$ cat config.mk
export PLATFORM = sky130hd
export DESIGN_NAME = maximal_munch_token_scanner_unit
export DESIGN_NICKNAME = d
export VERILOG_FILES = /design/src/rtl/core/mmts_pkg.sv /design/src/rtl/core/mmts_ctrl.sv /design/src/rtl/core/mmts_dp.sv /design/src/rtl/core/maximal_munch_token_scanner_unit.sv
export SDC_FILE = /design/constraint.sdc
export NUM_CORES = 1
export LEC_CHECK = 0
export ABC_CLOCK_PERIOD_IN_PS = 8900
export BUFFER_PORTS_ARGS = -buffer_cell sky130_fd_sc_hd__buf_2
export CELL_PAD_IN_SITES_DETAIL_PLACEMENT = 0
export CELL_PAD_IN_SITES_GLOBAL_PLACEMENT = 2
export CORE_AREA = 5 5 168 290
export CTS_BUF_LIST = sky130_fd_sc_hd__clkbuf_4 sky130_fd_sc_hd__clkbuf_8
export CTS_CLUSTER_DIAMETER = 120
export DETAILED_ROUTE_END_ITERATION = 16
export DIE_AREA = 0 0 173 295
export PLACE_DENSITY_LB_ADDON = 0.12
export SLEW_MARGIN = 20
export SYNTH_ARGS = -nofsm -noshare
export SYNTH_HDL_FRONTEND = slang
export SYNTH_SLANG_ARGS = --single-unit
$ cat constraint.sdc
create_clock -name clk -period 8.9 [get_ports clk]
set_clock_uncertainty 0.1 [all_clocks]
set_input_delay 0.89 -clock clk [delete_from_list [all_inputs] [get_ports clk]]
set_output_delay 0.89 -clock clk [all_outputs]
set_load 0.02 [all_outputs]
$ cat src/rtl/core/mmts_pkg.sv
// Shared types and constants for the maximal-munch token scanner.
// No dependencies; used by the controller, datapath and top level.
package mmts_pkg;

    localparam int TYPE_W = 5;
    localparam int LEN_W  = 5;
    localparam int POS_W  = 16;

    localparam logic [TYPE_W-1:0] TOK_END     = 5'd0;
    localparam logic [TYPE_W-1:0] TOK_UNKNOWN = 5'd1;
    localparam logic [TYPE_W-1:0] TOK_NUMBER  = 5'd2;
    localparam logic [TYPE_W-1:0] TOK_IDENT   = 5'd3;
    localparam logic [TYPE_W-1:0] TOK_WHILE   = 5'd4;
    localparam logic [TYPE_W-1:0] TOK_RET     = 5'd5;
    localparam logic [TYPE_W-1:0] TOK_VAR     = 5'd6;
    localparam logic [TYPE_W-1:0] TOK_FN      = 5'd7;
    localparam logic [TYPE_W-1:0] TOK_IF      = 5'd8;
    localparam logic [TYPE_W-1:0] TOK_LE      = 5'd9;
    localparam logic [TYPE_W-1:0] TOK_GE      = 5'd10;
    localparam logic [TYPE_W-1:0] TOK_EQ      = 5'd11;
    localparam logic [TYPE_W-1:0] TOK_SOP0    = 5'd12;

    localparam logic [7:0] CH_SPACE = 8'h20;
    localparam logic [7:0] CH_TAB   = 8'h09;
    localparam logic [7:0] CH_LF    = 8'h0A;
    localparam logic [7:0] CH_CR    = 8'h0D;
    localparam logic [7:0] CH_QUOTE = 8'h27;

    // Index of a single-byte operator, 17 when the byte is none.
    function automatic logic [4:0] sop_index(input logic [7:0] c);
        logic [4:0] r;
        unique case (c)
            8'h7B: r = 5'd0;   8'h7D: r = 5'd1;   8'h28: r = 5'd2;
            8'h29: r = 5'd3;   8'h3B: r = 5'd4;   8'h3D: r = 5'd5;
            8'h21: r = 5'd6;   8'h26: r = 5'd7;   8'h7C: r = 5'd8;
            8'h2D: r = 5'd9;   8'h2B: r = 5'd10;  8'h2A: r = 5'd11;
            8'h2F: r = 5'd12;  8'h3C: r = 5'd13;  8'h3E: r = 5'd14;
            8'h25: r = 5'd15;  8'h2C: r = 5'd16;
            default: r = 5'd17;
        endcase
        return r;
    endfunction

    function automatic logic is_digit(input logic [7:0] c);
        return (c >= 8'h30) && (c <= 8'h39);
    endfunction

    function automatic logic is_letter(input logic [7:0] c);
        return ((c >= 8'h61) && (c <= 8'h7A)) || ((c >= 8'h41) && (c <= 8'h5A));
    endfunction

    // Byte consumed without entering the buffer: a carriage return, or a
    // delimiter other than a blank right after a lone quote.
    function automatic logic is_blank_chk(input logic [7:0] c, input logic qp);
        return (c == CH_CR) || (!((c == CH_SPACE) && qp) &&
               ((c == CH_SPACE) || (c == CH_TAB) || (c == CH_LF)));
    endfunction

    // Controller to datapath commands.
    typedef struct packed {
        logic take_byte;   // accept byte into buffer / position counters
        logic scan_start;  // begin a rescan at position zero
        logic scan_step;   // read next byte during a rescan
        logic emit_tok;    // load output register with the finished token
        logic emit_end;    // load output register with END
        logic clear_fill;  // rescan done, empty the buffer
        logic set_last;    // output word is the last of this input
        logic newline;     // bump line, zero column after the rescan
    } mmts_cmd_t;

    // Datapath to controller status.
    typedef struct packed {
        logic scan_done;   // token decision is final this cycle
        logic pos_end;     // current token reaches the last buffered byte
        logic fill_zero;
        logic fill_full;   // buffer holds capacity bytes
    } mmts_sts_t;

endpackage

$ cat src/rtl/core/mmts_ctrl.sv
// Controller state machine for the token scanner.
// Depends on mmts_pkg; drives mmts_dp through command and status structs.
module mmts_ctrl
(
    input  logic               clk,
    input  logic               rst_n,
    input  logic               in_valid,
    output logic               in_ready,
    input  logic [7:0]         char_byte,
    input  logic               end_of_input,
    input  logic               quote_pending,
    output logic               out_valid,
    input  logic               out_ready,
    input  mmts_pkg::mmts_sts_t sts,
    output mmts_pkg::mmts_cmd_t cmd
);

    localparam logic [2:0] ST_IDLE = 3'd0;
    localparam logic [2:0] ST_SCAN = 3'd1;
    localparam logic [2:0] ST_OUT  = 3'd2;
    localparam logic [2:0] ST_POST = 3'd3;

    // what to do once the rescan is complete
    localparam logic [1:0] AFT_NONE = 2'd0;
    localparam logic [1:0] AFT_END  = 2'd1;
    localparam logic [1:0] AFT_ADD  = 2'd2;
    localparam logic [1:0] AFT_NL   = 2'd3;

    logic [2:0] state_reg, state_next;
    logic [1:0] after_reg, after_next;
    logic       ovalid_reg, ovalid_next;
    logic       scanq_reg, scanq_next;   // a rescan must follow adding the byte

    logic acc;
    logic is_blank, is_cr, quote_sp;

    assign in_ready  = (state_reg == ST_IDLE) && !ovalid_reg;
    assign out_valid = ovalid_reg;
    assign acc       = in_valid && in_ready;
    assign is_cr     = (char_byte == mmts_pkg::CH_CR);
    assign quote_sp  = (char_byte == mmts_pkg::CH_SPACE) && quote_pending;
    assign is_blank  = !quote_sp && ((char_byte == mmts_pkg::CH_SPACE) ||
                       (char_byte == mmts_pkg::CH_TAB) || (char_byte == mmts_pkg::CH_LF));

    always_comb
    begin
        state_next  = state_reg;
        after_next  = after_reg;
        ovalid_next = ovalid_reg;
        scanq_next  = scanq_reg;
        cmd         = '0;
        if (ovalid_reg && out_ready)
        begin
            ovalid_next = 1'b0;
        end
        unique case (state_reg)
            ST_IDLE:
            begin
                if (acc)
                begin
                    if (end_of_input)
                    begin
                        after_next = AFT_END;
                        state_next = ST_POST;
                    end
                    else if (is_cr)
                    begin
                        // zero the column and stay idle
                        cmd.take_byte = 1'b1;
                    end
                    else
                    begin
                        cmd.take_byte = 1'b1;
                        if (is_blank)
                        begin
                            after_next = (char_byte == mmts_pkg::CH_LF) ? AFT_NL : AFT_NONE;
                            state_next = ST_POST;
                        end
                        else
                        begin
                            // byte taken now either way; if full before, rescan, then take it again; else check
                            after_next = sts.fill_full ? AFT_ADD : AFT_NONE;
                            scanq_next = !sts.fill_full;
                            state_next = ST_POST;
                        end
                    end
                end
            end
            ST_POST:
            begin
                // decide whether a rescan is needed now
                if (scanq_reg)
                begin
                    scanq_next = 1'b0;
                    if (sts.fill_full)
                    begin
                        cmd.scan_start = 1'b1;
                        state_next     = ST_SCAN;
                    end
                    else
                    begin
                        state_next = ST_IDLE;
                    end
                end
                else if (sts.fill_zero)
                begin
                    state_next = ST_OUT;
                end
                else
                begin
                    cmd.scan_start = 1'b1;
                    state_next     = ST_SCAN;
                end
            end
            ST_SCAN:
            begin
                if (!ovalid_reg || out_ready)
                begin
                    if (sts.scan_done)
                    begin
                        cmd.emit_tok = 1'b1;
                        ovalid_next  = 1'b1;
                        if (sts.pos_end)
                        begin
                            cmd.clear_fill = 1'b1;
                            cmd.set_last   = (after_reg == AFT_NONE) || (after_reg == AFT_NL);
                            state_next     = ST_OUT;
                        end
                        else
                        begin
                            cmd.scan_start = 1'b0;
                        end
                    end
                    else
                    begin
                        cmd.scan_step = 1'b1;
                    end
                end
            end
            ST_OUT:
            begin
                if (!ovalid_reg || out_ready)
                begin
                    unique case (after_reg)
                        AFT_END:
                        begin
                            cmd.emit_end = 1'b1;
                            cmd.set_last = 1'b1;
                            ovalid_next  = 1'b1;
                            after_next   = AFT_NONE;
                        end
                        AFT_ADD:
                        begin
                            cmd.take_byte = 1'b1;
                            after_next    = AFT_NONE;
                            scanq_next    = 1'b1;
                            state_next    = ST_POST;
                        end
                        AFT_NL:
                        begin
                            cmd.newline = 1'b1;
                            after_next  = AFT_NONE;
                        end
                        default:
                        begin
                            state_next = ST_IDLE;
                        end
                    endcase
                    if (after_reg == AFT_END || after_reg == AFT_NL)
                    begin
                        state_next = ST_IDLE;
                    end
                end
            end
            default:
            begin
                state_next = ST_IDLE;
            end
        endcase
    end

    always_ff @(posedge clk or negedge rst_n)
    begin
        if (!rst_n)
        begin
            state_reg  <= ST_IDLE;
            after_reg  <= AFT_NONE;
            ovalid_reg <= 1'b0;
            scanq_reg  <= 1'b0;
        end
        else
        begin
            state_reg  <= state_next;
            after_reg  <= after_next;
            ovalid_reg <= ovalid_next;
            scanq_reg  <= scanq_next;
        end
    end

    a_ready_idle: assert property (@(posedge clk) disable iff (!rst_n)
        in_ready |-> (state_reg == ST_IDLE))
        else $error("input taken while busy");
    a_one_cmd: assert property (@(posedge clk) disable iff (!rst_n)
        $onehot0({cmd.emit_tok, cmd.emit_end, cmd.take_byte}))
        else $error("conflicting datapath commands");
    a_emit_free: assert property (@(posedge clk) disable iff (!rst_n)
        (cmd.emit_tok || cmd.emit_end) |-> (!ovalid_reg || out_ready))
        else $error("output overwritten");

endmodule

$ cat src/rtl/core/mmts_dp.sv
// Datapath for the token scanner: byte buffer, position counters and the
// longest-match scanner. Depends on mmts_pkg; controlled by mmts_ctrl.
module mmts_dp
#(
    parameter int BUFFER_DEPTH = 32
)
(
    input  logic                clk,
    input  logic                rst_n,
    input  logic [7:0]          char_byte,
    input  mmts_pkg::mmts_cmd_t cmd,
    output mmts_pkg::mmts_sts_t sts,
    output logic                quote_pending,
    output logic [4:0]          token_type,
    output logic [4:0]          token_length,
    output logic [15:0]         line_number,
    output logic [15:0]         column_number,
    output logic [7:0]          char_value,
    output logic                last
);

    localparam int CAPACITY = (BUFFER_DEPTH - 1) < 31 ? (BUFFER_DEPTH - 1) : 31;
    localparam int AW       = $clog2(BUFFER_DEPTH);
    localparam int CW       = $clog2(CAPACITY + 1);

    // matcher states, one per pattern still alive
    typedef struct packed {
        logic       num;      // valid number so far
        logic       num_sgn;  // only the sign seen
        logic       ident;
        logic       kw;       // prefix of some keyword/op still possible
        logic       quote;    // quote literal possible
    } alive_t;

    logic [7:0] mem [BUFFER_DEPTH];
    logic [CW-1:0] fill_reg, fill_next;
    logic [15:0]   line_reg, col_reg, start_reg;
    logic [7:0]    first_reg;

    // scan state
    logic [CW-1:0] pos_reg;       // start of the current token
    logic [CW-1:0] idx_reg;       // offset of the byte being read
    logic          rd_ok_reg;     // rd_data valid for idx_reg-1
    logic [7:0]    rd_data_reg;
    logic [39:0]   txt_reg;       // first five bytes of the candidate
    alive_t        alive_reg;
    logic [4:0]    best_t_reg;
    logic [CW-1:0] best_l_reg;
    logic [7:0]    best_cv_reg;
    logic          done_reg;

    logic [4:0]  o_type_reg, o_len_reg;
    logic [15:0] o_line_reg, o_col_reg;
    logic [7:0]  o_cv_reg;
    logic        o_last_reg;

    assign token_type    = o_type_reg;
    assign token_length  = o_len_reg;
    assign line_number   = o_line_reg;
    assign column_number = o_col_reg;
    assign char_value    = o_cv_reg;
    assign last          = o_last_reg;

    assign quote_pending = (fill_reg == CW'(1)) && (first_reg == mmts_pkg::CH_QUOTE);

    // ---- incremental classifier for candidate of length ln ending in byte b
    logic [CW-1:0] ln;        // length including b
    logic [7:0]    b;
    alive_t        an;
    logic [4:0]    mt;        // match type at this length, 31 for none
    logic [7:0]    mcv;
    logic [39:0]   tn;
    logic [4:0]    sop;

    assign b  = rd_data_reg;
    assign ln = idx_reg - pos_reg;

    always_comb
    begin
        tn = txt_reg;
        if (ln <= CW'(5) && ln != '0)
        begin
            tn[(ln-CW'(1))*8 +: 8] = b;
        end
        an.num_sgn = (ln == CW'(1)) && (b == 8'h2B || b == 8'h2D);
        an.num     = mmts_pkg::is_digit(b) && ((ln == CW'(1)) || alive_reg.num
                     || alive_reg.num_sgn);
        an.ident   = (ln == CW'(1)) ? mmts_pkg::is_letter(b)
                     : alive_reg.ident && (mmts_pkg::is_letter(b) ||
                       mmts_pkg::is_digit(b) || b == 8'h5F);
        an.kw      = (ln == CW'(1)) || (alive_reg.kw && ln <= CW'(5));
        an.quote   = (ln == CW'(1)) ? (b == mmts_pkg::CH_QUOTE)
                     : (alive_reg.quote && ln <= CW'(3));
        sop        = mmts_pkg::sop_index(b);
        mt  = 5'd31;
        mcv = 8'd0;
        priority if (ln == CW'(5) && tn == {"elihw"})
            mt = mmts_pkg::TOK_WHILE;
        else if (ln == CW'(3) && an.quote && b == mmts_pkg::CH_QUOTE)
        begin
            mt  = mmts_pkg::TOK_NUMBER;
            mcv = tn[15:8];
        end
        else if (ln == CW'(3) && tn[23:0] == {"ter"})
            mt = mmts_pkg::TOK_RET;
        else if (ln == CW'(3) && tn[23:0] == {"rav"})
            mt = mmts_pkg::TOK_VAR;
        else if (ln == CW'(2) && tn[15:0] == {"nf"})
            mt = mmts_pkg::TOK_FN;
        else if (ln == CW'(2) && tn[15:0] == {"fi"})
            mt = mmts_pkg::TOK_IF;
        else if (ln == CW'(2) && tn[15:0] == {"=<"})
            mt = mmts_pkg::TOK_LE;
        else if (ln == CW'(2) && tn[15:0] == {"=>"})
            mt = mmts_pkg::TOK_GE;
        else if (ln == CW'(2) && tn[15:0] == {"=="})
            mt = mmts_pkg::TOK_EQ;
        else if (ln == CW'(1) && sop != 5'd17)
            mt = mmts_pkg::TOK_SOP0 + sop;
        else if (an.num)
            mt = mmts_pkg::TOK_NUMBER;
        else if (an.ident)
            mt = mmts_pkg::TOK_IDENT;
    end

    logic any_alive;
    assign any_alive = an.num || an.num_sgn || an.ident || an.kw || an.quote;

    // final decision for current token
    logic [4:0]    fin_t;
    logic [CW-1:0] fin_l;
    logic [7:0]    fin_cv;
    always_comb
    begin
        if (best_t_reg == 5'd31)
        begin
            fin_t  = mmts_pkg::TOK_UNKNOWN;
            fin_l  = CW'(1);
            fin_cv = 8'd0;
        end
        else
        begin
            fin_t  = best_t_reg;
            fin_l  = best_l_reg;
            fin_cv = best_cv_reg;
        end
    end

    assign sts.scan_done = done_reg;
    assign sts.pos_end   = (pos_reg + fin_l) >= fill_reg;
    assign sts.fill_zero = (fill_reg == '0);
    assign sts.fill_full = (fill_reg >= CW'(CAPACITY));

    logic [16:0] col_sum;
    assign col_sum = {1'b0, start_reg} + 17'(pos_reg);

    logic [15:0] col_inc, line_inc;
    assign col_inc  = (col_reg == 16'hFFFF) ? col_reg : col_reg + 16'd1;
    assign line_inc = (line_reg == 16'hFFFF) ? line_reg : line_reg + 16'd1;

    // buffer write and read (read data registered)
    always_ff @(posedge clk)
    begin
        if (cmd.take_byte && !mmts_pkg::is_blank_chk(char_byte, quote_pending))
        begin
            mem[AW'(fill_reg)] <= char_byte;
        end
        rd_data_reg <= mem[AW'(idx_reg)];
    end

    always_ff @(posedge clk or negedge rst_n)
    begin
        if (!rst_n)
        begin
            fill_reg  <= '0;
            line_reg  <= '0;
            col_reg   <= '0;
            start_reg <= '0;
            first_reg <= '0;
        end
        else
        begin
            if (cmd.take_byte && char_byte == mmts_pkg::CH_CR)
            begin
                col_reg <= '0;
            end
            else if (cmd.take_byte)
            begin
                col_reg <= col_inc;
                if (!mmts_pkg::is_blank_chk(char_byte, quote_pending))
                begin
                    if (fill_reg == '0)
                    begin
                        start_reg <= col_reg;
                        first_reg <= char_byte;
                    end
                    fill_reg <= fill_reg + CW'(1);
                end
            end
            if (cmd.clear_fill)
            begin
                fill_reg <= '0;
            end
            if (cmd.newline)
            begin
                line_reg <= line_inc;
                col_reg  <= '0;
            end
        end
    end

    // scanner: one byte examined per cycle while scan steps are issued (output not stalled)
    always_ff @(posedge clk or negedge rst_n)
    begin
        if (!rst_n)
        begin
            pos_reg    <= '0;
            idx_reg    <= '0;
            rd_ok_reg  <= 1'b0;
            done_reg   <= 1'b0;
            alive_reg  <= '0;
            best_t_reg <= 5'd31;
            o_last_reg <= 1'b0;
        end
        else
        begin
            if (cmd.scan_start || (cmd.emit_tok && !sts.pos_end))
            begin
                pos_reg    <= cmd.scan_start ? '0 : pos_reg + fin_l;
                idx_reg    <= cmd.scan_start ? '0 : pos_reg + fin_l;
                rd_ok_reg  <= 1'b0;
                done_reg   <= 1'b0;
                alive_reg  <= '0;
                best_t_reg <= 5'd31;
            end
            else if (cmd.scan_step)
            begin
                if (rd_ok_reg)
                begin
                    // byte at idx_reg-1 is in rd_data_reg
                    txt_reg   <= tn;
                    alive_reg <= an;
                    if (mt != 5'd31)
                    begin
                        best_t_reg  <= mt;
                        best_l_reg  <= ln;
                        best_cv_reg <= mcv;
                    end
                    if (!any_alive || idx_reg >= fill_reg)
                    begin
                        done_reg <= 1'b1;
                    end
                    else
                    begin
                        idx_reg <= idx_reg + CW'(1);
                    end
                end
                else
                begin
                    rd_ok_reg <= 1'b1;
                    idx_reg   <= idx_reg + CW'(1);
                end
            end
            if (cmd.emit_tok)
            begin
                o_type_reg <= fin_t;
                o_len_reg  <= 5'(fin_l);
                o_line_reg <= line_reg;
                o_col_reg  <= col_sum[16] ? 16'hFFFF : col_sum[15:0];
                o_cv_reg   <= fin_cv;
                o_last_reg <= cmd.set_last;
            end
            else if (cmd.emit_end)
            begin
                o_type_reg <= mmts_pkg::TOK_END;
                o_len_reg  <= '0;
                o_line_reg <= line_reg;
                o_col_reg  <= col_reg;
                o_cv_reg   <= '0;
                o_last_reg <= 1'b1;
            end
        end
    end

    a_fill_cap: assert property (@(posedge clk) disable iff (!rst_n)
        fill_reg <= CW'(CAPACITY))
        else $error("buffer overrun");
    a_pos_in: assert property (@(posedge clk) disable iff (!rst_n)
        cmd.emit_tok |-> pos_reg < fill_reg)
        else $error("token past buffer end");
    a_len_ok: assert property (@(posedge clk) disable iff (!rst_n)
        cmd.emit_tok |-> (fin_l != '0))
        else $error("empty token");

endmodule

$ cat src/rtl/core/maximal_munch_token_scanner_unit.sv
// Top level of the maximal-munch token scanner: controller plus datapath.
// Depends on mmts_pkg, mmts_ctrl and mmts_dp.
// A plain byte passes through the post state back to idle; a carriage return leaves
// the controller idle. A delimiter, a byte that fills the buffer or end of input
// starts a rescan that examines buffered bytes until no pattern can still match or
// the buffer ends. END follows the last token. Stalls on output hold rescan and input.
// rst_n clears counters, fill count and control; buffer bytes are not.
module maximal_munch_token_scanner_unit
#(
    parameter int BUFFER_DEPTH = 32
)
(
    input  logic        clk,
    input  logic        rst_n,
    input  logic        in_valid,
    output logic        in_ready,
    input  logic [7:0]  char_byte,
    input  logic        end_of_input,
    output logic        out_valid,
    input  logic        out_ready,
    output logic [4:0]  token_type,
    output logic [4:0]  token_length,
    output logic [15:0] line_number,
    output logic [15:0] column_number,
    output logic [7:0]  char_value,
    output logic        last
);

    mmts_pkg::mmts_cmd_t cmd;
    mmts_pkg::mmts_sts_t sts;
    logic                quote_pending;

    mmts_ctrl u_ctrl
    (
        .clk           (clk),
        .rst_n         (rst_n),
        .in_valid      (in_valid),
        .in_ready      (in_ready),
        .char_byte     (char_byte),
        .end_of_input  (end_of_input),
        .quote_pending (quote_pending),
        .out_valid     (out_valid),
        .out_ready     (out_ready),
        .sts           (sts),
        .cmd           (cmd)
    );

    mmts_dp #(.BUFFER_DEPTH(BUFFER_DEPTH)) u_dp
    (
        .clk           (clk),
        .rst_n         (rst_n),
        .char_byte     (char_byte),
        .cmd           (cmd),
        .sts           (sts),
        .quote_pending (quote_pending),
        .token_type    (token_type),
        .token_length  (token_length),
        .line_number   (line_number),
        .column_number (column_number),
        .char_value    (char_value),
        .last          (last)
    );

endmodule
# == Yosys cells after proc, flatten, opt, wreduce, memory -nomap -nowiden ==
# Memories as Yosys holds them, arrays and structs flattened. A register that Yosys moved wholly into a read port is not among the register bits.
# Cells that the tools add are included.
# classes
n_addsub,10
magnitude_cmp,11
n_eq_ne,64
shift,2
mux,119
bitwise_logic,5
reduce_logical,84
# op_table
cell,n
two-way mux 5 bit,33
two-way mux 16 bit,9
"== test 8 x 6 -> 1 bit, second input constant",17
case mux 5 bit (17 select lines),1
"== test 16 x 14 -> 1 bit, second input constant",3
"== test 24 x 23 -> 1 bit, second input constant",2
bitwise mux 40 bit,1
"== test 40 x 39 -> 1 bit, second input constant",1
two-way mux 40 bit,1
"variable shift 8 x 34 -> 40 bit, first input constant",1
indexed part select 8 x 34 -> 40 bit,1
two-way mux 1 bit,39
negator 32 -> 34 bit,1
"adder 16 x 1 -> 16 bit, second input constant",2
"== test 16 x 15 -> 1 bit, second input constant",2
"== test 16 bit, second input constant",2
"== test 8 x 7 -> 1 bit, second input constant",4
two-way mux 2 bit,16
logical AND 1 bit,29
"== test 8 x 4 -> 1 bit, second input constant",3
two-way mux 3 bit,8
two-way mux 8 bit,3
logical OR 1 bit,19
adder 16 x 5 -> 17 bit,1
other kinds (46),96
# totals
ff_bits,194
ramBits,256
in_bits,13
wordCells,324
mem_count,1
# mem_list
memory,words,word_bits,read_ports,rd_clocked_by_memory_dff,wr,line_no,rtl
u_dp.mem,32,8,1,1,1,mmts_dp.sv:35,logic [7:0] mem [BUFFER_DEPTH];

# == Longest topological paths before layout ==
# Gate-level depths: netlist of the first run.
# logic_depth
depth_word,24
ltp_mapped,28

# == Cells and area by module ==
# From an unflattened synthesis of the first run, not the netlist that was laid out.
# hier_totals
cells_unflattened,1642
area_unflattened_um2,21639.5
# by_module_without_submodules
mod,n_inst,cells_per_inst,area_each_um2
mmts_dp,1,1554,20911.3
mmts_ctrl,1,88,728.2

# == Worst setup path before layout of the first run ==
# Ideal clock, no wire load.
# synth_timing
path_type,reg-to-reg
start,register u_dp.idx_reg[0]
end,"register u_dp.best_cv_reg[0], enable pin"
setup_time_ns,0.307
arrival_time_ns,6.884
setup_slack_ns,1.609
path_stages_with_launch,27
path_cell_list,dfrtp_1 -> clkbuf_1 -> buf_1 -> inv_1 -> ha_1 -> fa_1 -> nand2b_1 -> a21oi_1 -> xor2_1 -> inv_1 -> clkbuf_1 -> nor3_1 -> nand2_1 -> ha_1 -> nor4_1 -> and4_1 -> clkbuf_1 -> nand3_1 -> nor4b_4 -> buf_2 -> nand4_1 -> a211oi_1 -> o211a_1 -> a31oi_1 -> a2111oi_0 -> nand3_1 -> o21a_1
# synth_via
elab_chain_cells,19
# synth_rtl
element,line_no,rtl
start: declaration,mmts_dp.sv:42,logic [CW-1:0] idx_reg;
start signal: assignment,mmts_dp.sv:230,idx_reg <= cmd.scan_start ? '0 : pos_reg + fin_l;
start signal: assignment,mmts_dp.sv:255,idx_reg <= idx_reg + CW'(1);
start signal: assignment,mmts_dp.sv:261,idx_reg <= idx_reg + CW'(1);
subtractor 5 bit (*),mmts_dp.sv:76,assign ln = idx_reg - pos_reg;
named net u_dp.ln[4],mmts_dp.sv:67,logic [CW-1:0] ln;
subtractor 5 x 1 -> 6 bit,mmts_dp.sv:83,tn[(ln-CW'(1))*8 +: 8] = b;
negator 32 -> 34 bit,mmts_dp.sv:83,
indexed part select 8 x 34 -> 40 bit or variable shift 8 x 34 -> 40 bit (tied branches),mmts_dp.sv:83,
bitwise mux 40 bit,mmts_dp.sv:83,
two-way mux 40 bit,mmts_dp.sv:81,if (ln <= CW'(5) && ln != '0)
== test 16 x 14 -> 1 bit,mmts_dp.sv:116,"else if (ln == CW'(2) && tn[15:0] == {""==""})"
[4 not listed],n/a,
two-way mux 5 bit,mmts_dp.sv:110,"else if (ln == CW'(2) && tn[15:0] == {""fi""})"
two-way mux 5 bit,mmts_dp.sv:108,"else if (ln == CW'(2) && tn[15:0] == {""nf""})"
two-way mux 5 bit,mmts_dp.sv:106,"else if (ln == CW'(3) && tn[23:0] == {""rav""})"
two-way mux 5 bit,mmts_dp.sv:104,"else if (ln == CW'(3) && tn[23:0] == {""ter""})"
two-way mux 5 bit,mmts_dp.sv:99,else if (ln == CW'(3) && an.quote && b == mmts_pkg::CH_QUOTE)
two-way mux 5 bit (*),mmts_dp.sv:97,"priority if (ln == CW'(5) && tn == {""elihw""})"
!= test 5 bit (*),mmts_dp.sv:243,if (mt != 5'd31)
AND reduction 5 bit (no source line) (*),n/a,
end signal: assignment,mmts_dp.sv:247,best_cv_reg <= mcv;
end: declaration,mmts_dp.sv:49,logic [7:0] best_cv_reg;
# Mark *: on every way through the listed nets, which the timed path passes. The rest lies on a longest branch.
# A chain may end at the register's enable or synchronous reset.

# == Worst setup path in the final report of the first run ==
# layout_timing
start,register u_dp.idx_reg[0]
end,"register u_dp.best_cv_reg[6], enable pin"
# layout_via
elab_chain_cells,19
# layout_rtl
element,line_no,rtl
subtractor 5 bit (*),mmts_dp.sv:76,
subtractor 5 x 1 -> 6 bit,mmts_dp.sv:83,
negator 32 -> 34 bit,mmts_dp.sv:83,
indexed part select 8 x 34 -> 40 bit or variable shift 8 x 34 -> 40 bit (tied branches),mmts_dp.sv:83,
bitwise mux 40 bit,mmts_dp.sv:83,
two-way mux 40 bit (*),mmts_dp.sv:81,
named net u_dp.tn[9],mmts_dp.sv:72,logic [39:0] tn;
== test 16 x 14 -> 1 bit,mmts_dp.sv:116,
[4 not listed],n/a,
two-way mux 5 bit,mmts_dp.sv:110,
two-way mux 5 bit,mmts_dp.sv:108,
two-way mux 5 bit,mmts_dp.sv:106,
two-way mux 5 bit,mmts_dp.sv:104,
two-way mux 5 bit,mmts_dp.sv:99,
two-way mux 5 bit (*),mmts_dp.sv:97,
!= test 5 bit (*),mmts_dp.sv:243,
AND reduction 5 bit (no source line) (*),n/a,
# Marks and branches as above.

==> results of run 1 <==
cell usage after synthesis (21+ instances only):
library cell and number:
edfxtp_1 359, mux4_2 80, inv_1 55, clkbuf_1 53
mux2_2 56, nand2b_1 21, nand3_1 53, xnor2_1 25
nand2_1 115, dfrtp_1 85, a21oi_1 63, and3_1 39
ha_1 54, nor2_1 130, o21ai_0 56
power groups by stage:
stage / Sequential (W) / Clock, W / Combinational (W)
floorplan: 0.00270 / 0 / 0.00194
global placement: 0.00279 / 0 / 0.00270
detailed placement: 0.00279 / 0 / 0.00271
CTS: 0.00275 / 0.00187 / 0.00272
global route: 0.00277 / 0.00197 / 0.00296
finish: 0.00274 / 0.00182 / 0.00270
worst max-delay path, stage by stage, from the launching register on:
cell       delay, ns
dfrtp_4         0.79
inv_1           0.20
ha_1            0.28
fa_1            0.46
nand2b_1        0.18
a21oi_1         0.15
xor2_1          0.45
inv_1           0.40
nor3_1          0.33
nand2_1         0.27
ha_1            0.38
nor4_1          0.30
and4_1          0.42
nand3_1         0.19
nor4b_4         0.23
buf_4           0.30
mux2i_1         0.34
inv_1           0.11
a211oi_1        0.29
o211a_1         0.31
a31oi_1         0.12
a2111oi_0       0.41
nand3_1         0.21
o21a_1          0.44
how the worst max path moves through the flow:
stage | slack, ns | depth (start not counted) | from | to
floorplan | 1.61 | 26 | u_dp.idx_reg[0] | u_dp.best_cv_reg[0]
global placement | 1.08 | 23 | u_dp.idx_reg[0] | u_dp.best_cv_reg[7]
detailed placement | 0.98 | 23 | u_dp.idx_reg[0] | u_dp.best_cv_reg[7]
CTS | 0.90 | 23 | u_dp.idx_reg[0] | u_dp.best_cv_reg[6]
global route | 0.14 | 23 | u_dp.idx_reg[0] | u_dp.best_cv_reg[6]
finish | 0.84 | 23 | u_dp.idx_reg[0] | u_dp.best_cv_reg[6]
area by class of cell:
type,instances,area [sq um]
Clock inverter,34,325.3
Fill cell,3943,22280
Tap cell,583,729.5
Multi-Input combinational cell,970,7717
Inverter,56,210.2
Timing Repair Buffer,86,485.5
Sequential cell,457,13200
Antenna cell,1,2.502
Clock buffer,89,1106
kinds of logic after synthesis:
kind of cell,Yosys count
mux,153
compound gates,211
xor+xnor,47
fa+ha+maj,57
buf+inv,120
flops,457
simple gates,502
cell usage in the layout, fill, tap and decap left out, types with 56 or more instances in the layout:
cell type,netlist,layout
buf_2,1,64
edfxtp_1,359,359
mux2_2,56,56
a21oi_1,63,63
clkbuf_8,0,70
dfrtp_1,85,83
nor2_1,130,128
nand2_1,115,115
mux4_2,80,80
metal layers:
| metal | global-route usage, % | share of wire, % |
|---|---|---|
| met1 | 22.96 | 37 |
| met2 | 39.19 | 54 |
| met3 | 3.416 | 3.7 |
| met4 | 10.87 | 5.3 |
| met5 | 0 | 0.024 |
stage by stage:
step / total power, W / util (%) / instances / hold slack (ns)
final: 0.007266 / 51.62 / 2276 / 0.3207
after global routing: 0.007697 / 51.62 / 2276 / 0.3484
after CTS: 0.007343 / 51.61 / 2275 / 0.3009
after detailed placement: 0.005497 / 48.50 / 2152 / 0.3926
after global placement: 0.005492 / 48.50 / 2152 / 0.3796
after floorplan: 0.004635 / - / 1547 / 0.3553
==> metrics.md, run 1 <==
| Metric | Value |
|---|---|
| CP Class | reg2reg |
| Pwr dens | just over 300 nW/um^2 |
| Initial antenna violation count | 2 |
| Final period util | 90.54% |
| Max Freq | approximately 120 MHz |
| Clk_lat worst skew | between 0.6 and 0.7 ns |
| NetSw | 0.002721 W |
| Status | completed |
| Critical Path End Type | flip-flop |
| Static leakage | roughly 8.7 nW |
| H-tree depth | 3 |
| Wire length per cell | between 20 and 25 um |
| RSZ-0062 raised after global routing | no |
| Post-CTS Setup Bufs | 0 |
| Clk sinks | 457 |
| Hpwl dp | 37560 um |
| Number of global-route vias before repair | between 10k and 15k |
| Gpl congestion | 0.8717 |
| DRT Pass-1 Iters | 5 |
| Gate Count Post-Synth | roughly 1.5k |
| CTS tree | done |
| Syn Nets | 1617 |
| Largest net degree at the start of global routing | a little under 70 |
| Synth Area in Compound Gates | 6.335% |
| Final setup fails | 0 |
| Flop-to-flop setup slack | roughly 0.84 ns |
| Die Span X | 173 um |
| Setup ws final | between 0.8 and 0.9 ns |
| First-pass GRT wire length | a little over 80000 um |
| Design internal power | approximately 0.0045 W |
| Critical path data arrival time | roughly 8 ns |
| Required @ worst endpoint | between 9 and 10 ns |
| Core area | around 46000 sq um |
| EDFF count, synth | roughly 360 |
| FP Rows | roughly 100 |
| Sequential share of the synthesized area | between 60% and 70% |
| Reg2reg start | u_dp.idx_reg[0] |
| Area contributors post-synth | edfxtp_1, dfrtp_1, mux4_2 |
| Clk pwr share | between 20% and 30% |
| Type of origin of the critical path | flip-flop |
| Post-route cell area | about 24000 sq um |
| Max Slew Vio Count | 0 |
| Fin Setup TNS | 0 ns |
| Congestion Overflow GR | 0 |
| Switching part of the total power | between 30% and 40% |
| Hold buffers post-CTS | 0 |
| Dpl cell area | ~22000 sq um |
| Synthesized flop and latch total | between 400 and 500 |
| Final Net Count | around 1.7k |
| Max Cap Violations | 0 |
| Worst Tran Pin Value | approximately 1.0 ns |
| Worst VDD drop | 0.1981 mV |
| Post-Synthesis Cell Area | around 21000 sq um |
| Clk buf depth | 3 |
| Netlist cell types | 80 |
| Critical-path maximum fanout | 27 |
| Via count | between 10k and 15k |
| Port buffer count | 65 |
| Simple-gate share of the synthesized area | roughly 12% |
| GRT Util Overall | 20.99% |
| DP Worst Slack | 0.9825 ns |
| Share of synthesized cell area in full adder, half adder and majority cells | 3.446% |
| Max reg flops | roughly 260 |
| Die height | roughly 300 um |
| Min-delay worst type | in2async |
| Yosys warns | 0 |
| Slew Limit Headroom | ~31% |
| Asr flop ratio synth | around 20% |
| Final Hold Fails | 0 |
| Yosys top cell by area | edfxtp_1 |
| CTS root buf | clkbuf_8 |
| Combinational share of power | between 30% and 40% |
| Main combinational cell family by area after synthesis | multiplexers |
| Inserted Clock Buffers | between 60 and 70 |
| Aggregate routed wire length | ~54000 um |
| DR iter-0 viols | around 720 |
| Avg Inst Size Synth | ~14 sq um |
| Share of cells above drive strength 1 | 21.34% |
| Worst Reg-to-Reg Cells | 23 |
| Die area | ~51000 sq um |
| Post-Synth XOR/XNOR Area | around 2.0% |
| Boundary pin count | 66 |
| Tmin final | 8.058 ns |
| DRC Markers | 0 |
| Ys flop type | edfxtp_1 |
| Mux cell area share after synthesis | about an eighth |
| Post-CTS Resized | 0 |
| Starting Density | a little under half |
| Via density | roughly 5.8 |
| Yosys top cell area share | approximately half |
| Layout area overhead | 11.39% |
| Post-route ant nets | 0 |
| Clk pin slew, worst setup/hold paths | roughly 0.070 ns |
| Reg2reg end | u_dp.best_cv_reg[6] |
| Sequential power share | a little under two fifths |
Power figures use the tool's default switching activity.
==> run 2, diff against run 1 <==
--- a/config.mk
+++ b/config.mk
@@ -9,13 +9,15 @@
 export BUFFER_PORTS_ARGS = -buffer_cell sky130_fd_sc_hd__buf_2
 export CELL_PAD_IN_SITES_DETAIL_PLACEMENT = 0
 export CELL_PAD_IN_SITES_GLOBAL_PLACEMENT = 2
-export CORE_AREA = 5 5 168 290
+export CORE_AREA = 5 5 170 295
 export CTS_BUF_LIST = sky130_fd_sc_hd__clkbuf_4 sky130_fd_sc_hd__clkbuf_8
 export CTS_CLUSTER_DIAMETER = 120
 export DETAILED_ROUTE_END_ITERATION = 16
-export DIE_AREA = 0 0 173 295
+export DIE_AREA = 0 0 175 300
+export HOLD_SLACK_MARGIN = 0.12
 export PLACE_DENSITY_LB_ADDON = 0.12
 export SLEW_MARGIN = 20
 export SYNTH_ARGS = -nofsm -noshare
 export SYNTH_HDL_FRONTEND = slang
+export SYNTH_HIERARCHICAL = 1
 export SYNTH_SLANG_ARGS = --single-unit
==> run 2 against run 1 <==
  * Worst hold slack gained 0.058 ns
  * Power grew 7.2%
  * Sequential share of layout area down 0.77 points
  * Flip-flop and latch count unchanged
  * Via count increased by 4.0%
  * Cell count grew 5.1%
  * Final area grew 1.4%
  * Largest cell class unchanged
  * Register-to-register slack gained 0.35 ns
  * Fmax increased by 4.5%
  * Die area grew 2.9%
  * Global-route usage grew 0.11 points
==> metrics.md, run 2 <==
| Metric | Value |
|---|---|
| Min-Delay Endpoint | u_dp/first_reg[5] |
| Boundary pin count | 66 (unchanged) |
| DP Worst Slack | 1.244 ns (was 0.9825 ns) |
| CTS root buf | clkbuf_8 (unchanged) |
| CP max-delay cell | or4_4 (was dfrtp_4) |
| Worst Path Buf+Inv | 4 (unchanged) |
| Delay of the slowest cell on the worst path | 0.69 ns (was 0.79 ns) |
| Inserted Clock Buffers | 72 (was 69) |
| Max Freq | 129.7 MHz (was 124.1 MHz) |
| Post-Synthesis Cell Area | 21640 sq um (was 21350 sq um) |
| Final period util | 86.60% (was 90.54%) |
| Starting Density | 45.58% (was 46.35%) |
| CP Class | reg2reg (unchanged) |
| DR iter-0 viols | 826 (was 723) |
| Die height | 300 um (was 295 um) |
| Multi-input logic area | 7970 sq um (was 7717 sq um) |
| Synthesized flop and latch total | 457 (unchanged) |
| Sequential share of the synthesized area | 60.99% (was 61.82%) |
| Critical Path End Type | flip-flop (unchanged) |
| Most common cell after layout, fill and taps aside | edfxtp_1 (unchanged) |
| Hold Crit Start | u_dp/first_reg[5] |
| Max reg flops | 256 (unchanged) |
| Clk buf depth | 3 (unchanged) |
| Die Span X | 175 um (was 173 um) |
| Yosys top cell by area | edfxtp_1 (unchanged) |
| RSZ-0062 raised after global routing | no (unchanged) |
| Area contributors post-synth | edfxtp_1, dfrtp_1, mux4_2 (unchanged) |
| Worst-path cell chain | ha_1, xnor2_1, inv_1, nor3_1, buf_4, nand2_1, ha_1, or4_4, nor4_4, o2111ai_4, or4_4, a21oi_1, inv_1, or3_1, nor3_1, nand4b_1, o221a_2, nand2b_1, nand2b_1, o41ai_4, nor2_1, buf_4 (was inv_1, ha_1, fa_1, nand2b_1, a21oi_1, xor2_1, inv_1, nor3_1, nand2_1, ha_1, nor4_1, and4_1, nand3_1, nor4b_4, buf_4, mux2i_1, inv_1, a211oi_1, o211a_1, a31oi_1, a2111oi_0, nand3_1, o21a_1) |
| Pwr dens | 322.8 nW/um^2 (was 305.5 nW/um^2) |
| Register area | 13200 sq um (unchanged) |
| # fillers | 4194 (was 3943) |
| Reg2reg start | u_dp/idx_reg[3] (was u_dp.idx_reg[0]) |
| Static leakage | 8.913 nW (was 8.702 nW) |
| FP Rows | 106 (was 104) |
| Initial antenna violation count | 1 (was 2) |
| Required @ worst endpoint | 9.12 ns (was 9.07 ns) |
| Slew Limit Headroom | 32.83% (was 30.64%) |
| CP top delay family | simple AND/OR/NAND/NOR gates (unchanged) |
| Hold-critical path depth | 2 |
| Worst VDD drop | 0.1809 mV (was 0.1981 mV) |
| First-pass GRT wire length | 85210 um (was 81730 um) |
| GRT Util Overall | 21.10% (was 20.99%) |
| Port buffer count | 65 (unchanged) |
| Most instantiated cells after synthesis | edfxtp_1, nand2_1, nor2_1 (was edfxtp_1, nor2_1, nand2_1) |
| Max Cap Violations | 0 (unchanged) |
| Type of origin of the critical path | flip-flop (unchanged) |
| Clk sinks | 457 (unchanged) |
| Yosys top cell area share | 49.82% (was 50.50%) |
| Gate Count Post-Synth | 1642 (was 1547) |
| Critical path data arrival time | 7.93 ns (was 8.23 ns) |
| DRC Markers | 0 (unchanged) |
| Via density | 5.696 (was 5.755) |
| Worst Reg-to-Reg Cells | 22 (was 23) |
| Count leader, synth | edfxtp_1 (unchanged) |
| Status | completed (unchanged) |
| Layout area overhead | 11.45% (was 11.39%) |
| CTS tree | done (unchanged) |
| Final setup fails | 0 (unchanged) |
| Yosys warns | 6 (was 0) |
| Setup ws final | 1.193 ns (was 0.8422 ns) |
| Reg2reg end | u_dp/best_l_reg[4] (was u_dp.best_cv_reg[6]) |
| Avg Inst Size Synth | 13.18 sq um (was 13.80 sq um) |
| Congestion Overflow GR | 0 (unchanged) |
| Via count | 13.62k (was 13.10k) |
| Number of global-route vias before repair | 14.50k (was 13.43k) |
| Min-delay worst type | reg2reg (was in2async) |
| Aggregate routed wire length | 54580 um (was 53860 um) |
| EDFF count, synth | 359 (unchanged) |
| Final Hold Fails | 0 (unchanged) |
| Netlist cell types | 89 (was 80) |
| Max Slew Vio Count | 0 (unchanged) |
| Ys flop type | edfxtp_1 (unchanged) |
| Commonest cells after routing, fill and taps aside | edfxtp_1, nand2_1, nor2_1 (was edfxtp_1, nor2_1, nand2_1) |
| Worst Tran Pin Value | 1.006 ns (was 1.040 ns) |
| Flop-to-flop setup slack | 1.19 ns (was 0.84 ns) |
| Critical-path maximum fanout | 16 (was 27) |
| Util after Layout | 50.79% (was 51.62%) |
| Tmin final | 7.708 ns (was 8.058 ns) |
| Largest net degree at the start of global routing | 69 (was 68) |
| Core area | 47480 sq um (was 46060 sq um) |
| DRT Pass-1 Iters | 8 (was 5) |
| Syn Nets | 1713 (was 1617) |
| Die area | 52500 sq um (was 51040 sq um) |
| Fin Setup TNS | 0 ns (unchanged) |
| Clk pin slew, worst setup/hold paths | 0.06 ns (was 0.07 ns) |
| Final Net Count | 1811 (was 1710) |
| Wire length per cell | 22.83 um (was 23.67 um) |
| Clk_lat worst skew | 0.64 ns (about the same) |
| Gpl congestion | 0.9409 (was 0.8717) |
| H-tree depth | 3 (unchanged) |
| Post-route ant nets | 0 (unchanged) |
| Share of cells above drive strength 1 | 20.16% (was 21.34%) |
| Asr flop ratio synth | 19.69% (unchanged) |
| Hpwl dp | 38090 um (was 37560 um) |
run 2: changes by cell type in the layout (fill, tap and decap cells not counted), sizes merged, moves of 7 or more:
cell and delta:
nor3 +12, mux2 -21, nor2b +8, clkinv +7
nand2 +94, xor2 -8
run 2: layer usage:
metal	GRT usage, %	wire, um	vias to the layer above
met1	22.91	20120	6830
li1	-	-	6397
met3	3.044	1693	101
met5	0	0	-
met4	8.650	1991	0
met2	40.66	30780	290
run 2: stage by stage:
step | instance area [sq um] | power [W] | hold WS, ns | cells
2_1_floorplan | 21640 | 0.005013 | 0.3376 | 1642
3_3_place_gp | 22640 | 0.006018 | 0.3585 | 2258
3_5_place_dp | 22640 | 0.006057 | 0.3595 | 2258
4_1_cts | 24090 | 0.007877 | 0.3797 | 2389
5_1_grt | 24120 | 0.008273 | 0.4025 | 2391
6_report | 24120 | 0.007786 | 0.3784 | 2391
run 2: worst min-delay path, cell delays in order, from the launching register on:
cell and delay [ns]:
dfrtp_1 0.34, nand2_1 0.05, nand2_1 0.05
run 2: logic make-up after synthesis:
kind of cell / Yosys count / synth area share (%)
flops: 457 / 60.99
xor+xnor: 44 / 1.879
mux: 130 / 10.84
compound gates: 228 / 6.806
simple gates: 602 / 13.80
fa+ha+maj: 58 / 3.458
buf+inv: 123 / 2.226
run 2: worst max path at each step:
stage,startpoint,endpoint,slack [ns],depth (start not counted)
final,u_dp/idx_reg[3],u_dp/best_l_reg[4],1.19,22
after global routing,u_dp/idx_reg[3],u_dp/best_cv_reg[3],0.71,22
after CTS,u_dp/idx_reg[0],u_dp/best_cv_reg[7],1.21,28
after detailed placement,u_dp/idx_reg[0],u_dp/best_l_reg[4],1.24,28
after global placement,u_dp/idx_reg[0],u_dp/best_cv_reg[4],1.44,28
after floorplan,u_dp/idx_reg[0],u_dp/best_cv_reg[0],0.83,28
run 2: power breakdown:
part,internal [W],switching (W),leakage [nW]
clock network,0.000955,0.000833,0.758
logic,0.00118,0.00208,3.62
registers,0.00253,0.000209,4.53
total,0.00466,0.00313,8.91
run 2: timing repair:
| item | 4_1_cts | 5_1_grt |
|---|---|---|
| endpoints found under the hold margin | 29 | 0 |
| setup endpoints to repair | 0 | 0 |
| resized for setup | 0 | 0 |
| setup buffers | 0 | 0 |
| hold buffers | 1 | 0 |
run 2: area by class of cell:
type / count / share of cell area (%)
Multi-Input combinational cell: 1062 / 33.05
Clock buffer: 93 / 4.840
Clock inverter: 37 / 1.136
Timing Repair Buffer: 93 / 2.293
Tap cell: 594 / 3.082
Sequential cell: 457 / 54.75
Inverter: 54 / 0.8405
Antenna cell: 1 / 0.01038
==> run 3, diff against run 2 <==
--- a/config.mk
+++ b/config.mk
@@ -9,11 +9,11 @@
 export BUFFER_PORTS_ARGS = -buffer_cell sky130_fd_sc_hd__buf_2
 export CELL_PAD_IN_SITES_DETAIL_PLACEMENT = 0
 export CELL_PAD_IN_SITES_GLOBAL_PLACEMENT = 2
-export CORE_AREA = 5 5 170 295
+export CORE_AREA = 2 2 167 292
 export CTS_BUF_LIST = sky130_fd_sc_hd__clkbuf_4 sky130_fd_sc_hd__clkbuf_8
 export CTS_CLUSTER_DIAMETER = 120
 export DETAILED_ROUTE_END_ITERATION = 16
-export DIE_AREA = 0 0 175 300
+export DIE_AREA = 0 0 169 294
 export HOLD_SLACK_MARGIN = 0.12
 export PLACE_DENSITY_LB_ADDON = 0.12
 export SLEW_MARGIN = 20
==> run 3 against run 2 <==
  * Clock power barely moved
  * Sequential power barely moved
  * Count of clock-buffer cells in the layout rose by 6
  * Combinational power rose by 2%
  * Sequential share of layout area fell by 0.057 points
  * Critical path depth rose by 4
  * Non-clock buffer count rose by 3
  * Worst setup slack improved by 0.019 ns
  * Cell count barely moved
  * Via count rose by 0.58%
  * Power rose by 0.45%
  * Global-route usage rose by 1.3 points
  * Largest cell class unchanged
  * Highest routed layer unchanged
==> metrics.md, run 3 (synthesis gave the netlist of run 2 again) <==
| Metric | Value |
|---|---|
| Initial antenna violation count | 1 (unchanged) |
| Final Power | 0.007821 W (was 0.007786 W) |
| Inserted Clock Buffers | 70 (was 72) |
| Fin Setup TNS | 0 ns (unchanged) |
| Tmin final | 7.689 ns (was 7.708 ns) |
| Wire length per cell | 22.99 um (was 22.83 um) |
| Hold Crit Start | u_dp/first_reg[5] (unchanged) |
| Critical path data arrival time | 7.86 ns (was 7.93 ns) |
| Worst VDD drop | 0.1642 mV (was 0.1809 mV) |
| Worst Tran Pin Value | 1.024 ns (was 1.006 ns) |
| Clk buf depth | 3 (unchanged) |
| DRT Pass-1 Iters | 5 (was 8) |
| Clk_lat worst skew | 0.62 ns (was 0.64 ns) |
| Commonest cells after routing, fill and taps aside | edfxtp_1, nand2_1, nor2_1 (unchanged) |
| Required @ worst endpoint | 9.07 ns (was 9.12 ns) |
| Status | completed (unchanged) |
| Starting Density | 45.58% (unchanged) |
| Register area | 13200 sq um (unchanged) |
| FP Rows | 106 (unchanged) |
| CP Class | reg2reg (unchanged) |
| DR iter-0 viols | 728 (was 826) |
| Die height | 294 um (was 300 um) |
| Gpl congestion | 0.9030 (was 0.9409) |
| Switching part of the total power | 39.88% (was 40.14%) |
| Critical-path maximum fanout | 13 (was 16) |
| Critical path launch point | u_dp/idx_reg[0] (was u_dp/idx_reg[3]) |
| GRT Max-Usage Layer | met2 (unchanged) |
| Combinational share of power | 42.3% (was 41.9%) |
| Min-delay worst type | reg2reg (unchanged) |
| Critical Path End Type | flip-flop (unchanged) |
| Grt met2 use | 42.72% (was 40.66%) |
| Post-CTS Resized | 0 (unchanged) |
| Reg2reg start | u_dp/idx_reg[0] (was u_dp/idx_reg[3]) |
| Multi-input logic area | 7970 sq um (unchanged) |
| Hold buffers post-CTS | 1 (unchanged) |
| Max Freq | 130.1 MHz (was 129.7 MHz) |
| Final setup fails | 0 (unchanged) |
| Die Span X | 169 um (was 175 um) |
| Clk pwr share | 23.1% (was 23.0%) |
| Sequential power share | 34.6% (was 35.2%) |
| Hpwl dp | 38140 um (was 38090 um) |
| Pwr dens | 324.0 nW/um^2 (was 322.8 nW/um^2) |
| Aggregate routed wire length | 54930 um (was 54580 um) |
| GRT Util Overall | 22.40% (was 21.10%) |
| Number of global-route vias before repair | 14.28k (was 14.50k) |
| Largest net degree at the start of global routing | 69 (unchanged) |
| Post-route ant nets | 0 (unchanged) |
| Congestion Overflow GR | 0 (unchanged) |
| Share of cells above drive strength 1 | 20.12% (was 20.16%) |
| CTS tree | done (unchanged) |
| Max reg flops | 256 (unchanged) |
| DRC Markers | 0 (unchanged) |
| Core area | 47480 sq um (unchanged) |
| Final period util | 86.39% (was 86.60%) |
| Final Hold Fails | 0 (unchanged) |
| NetSw | 0.003119 W (was 0.003125 W) |
| Max Cap Violations | 0 (unchanged) |
| Slew Limit Headroom | 31.72% (was 32.83%) |
| Clk sinks | 457 (unchanged) |
| Most common cell after layout, fill and taps aside | edfxtp_1 (unchanged) |
| # fillers | 4180 (was 4194) |
| M3 GR Usage | 3.255% (was 3.044%) |
| Boundary pin count | 66 (unchanged) |
| Final Net Count | 1812 (was 1811) |
| Static leakage | 8.930 nW (was 8.913 nW) |
| H-tree depth | 3 (unchanged) |
| Port buffer count | 65 (unchanged) |
| Post-CTS Setup Bufs | 0 (unchanged) |
| Design internal power | 0.004702 W (was 0.004661 W) |
| Die area | 49690 sq um (was 52500 sq um) |
| Layout area overhead | 11.56% (was 11.45%) |
| CTS root buf | clkbuf_8 (unchanged) |
| RSZ-0062 raised after global routing | no (unchanged) |
| Via count | 13.70k (was 13.62k) |
| Via density | 5.733 (was 5.696) |
| Met1 Use GR | 24.10% (was 22.91%) |
| First-pass GRT wire length | 83830 um (was 85210 um) |
| Max Slew Vio Count | 0 (unchanged) |
| Type of origin of the critical path | flip-flop (unchanged) |
| Clk pin slew, worst setup/hold paths | 0.07 ns (was 0.06 ns) |
## run 3: changes by cell type in the layout (fill, tap and decap cells not counted)
cell,delta
clkinvlp_4,-3
clkbuf_8,-3
inv_6,-1
clkinv_2,-10
clkinv_4,+1
buf_4,+3
clkinv_1,-1
bufinv_16,+1
clkbuf_4,+9
inv_8,+2
## run 3: layer usage
metal	part of all wire, %	up-vias
met5	0	-
met2	55	338
met3	3.5	126
li1	-	6397
met1	37	6836
met4	4.5	0
## run 3: final timing paths
path | endpoint | slack, ns | depth (start not counted)
setup / recovery | u_dp/best_cv_reg[5] | 1.21 | 26
hold / removal | u_dp/first_reg[5] | 0.37 | 2
setup reg to reg | u_dp/best_cv_reg[5] | 1.21 | 26
hold reg to reg | u_dp/first_reg[5] | 0.37 | 2
max in group asynchronous | u_dp/idx_reg[0] | 6.63 | 4
min in group asynchronous | u_dp/line_reg[8] | 0.60 | 2
## run 3: power by group through the flow
stage / clock network [W] / logic (W) / registers [W]
after floorplan: 0 / 0.00230 / 0.00271
after global placement: 0 / 0.00327 / 0.00275
after detailed placement: 0 / 0.00329 / 0.00275
after CTS: 0.00187 / 0.00331 / 0.00271
after global routing: 0.00195 / 0.00360 / 0.00273
final: 0.00180 / 0.00331 / 0.00271
## run 3: layout make-up
type                            count  share of cell area [%]
Multi-Input combinational cell   1062                   33.01
Clock inverter                     26                   1.037
Clock buffer                       99                   4.944
Antenna cell                        1                 0.01037
Inverter                           54                  0.8396
Timing Repair Buffer               96                   2.384
Sequential cell                   457                   54.69
Tap cell                          594                   3.079
## run 3: metrics by stage
stage               util [%]  instances  instance area [sq um]  worst slack (ns)  hold slack (ns)
floorplan                  -       1642                  21640            0.8311           0.3376
global placement       47.74       2261                  22670             1.415           0.3583
detailed placement     47.74       2261                  22670             1.294           0.3595
CTS                    50.80       2387                  24120             1.245           0.3813
global route           50.85       2389                  24140            0.7189           0.4022
finish                 50.85       2389                  24140             1.211           0.3721
## run 3: worst max-delay path: stages, from the launching register on
cell	delay, ns
dfrtp_4	0.47
inv_1	0.11
ha_1	0.18
inv_1	0.05
fa_1	0.61
inv_1	0.13
ha_1	0.37
nor3_1	0.26
a31oi_1	0.06
nor2_1	0.37
nand2_1	0.16
ha_1	0.34
or4_4	0.54
nor4_4	0.43
o2111ai_4	0.28
or4_4	0.69
a21oi_1	0.30
inv_1	0.10
or3_1	0.38
nor3_1	0.16
nand4b_1	0.15
o221a_2	0.30
nand2b_1	0.10
nand2b_1	0.20
o41ai_4	0.15
nor2_1	0.13
buf_4	0.24
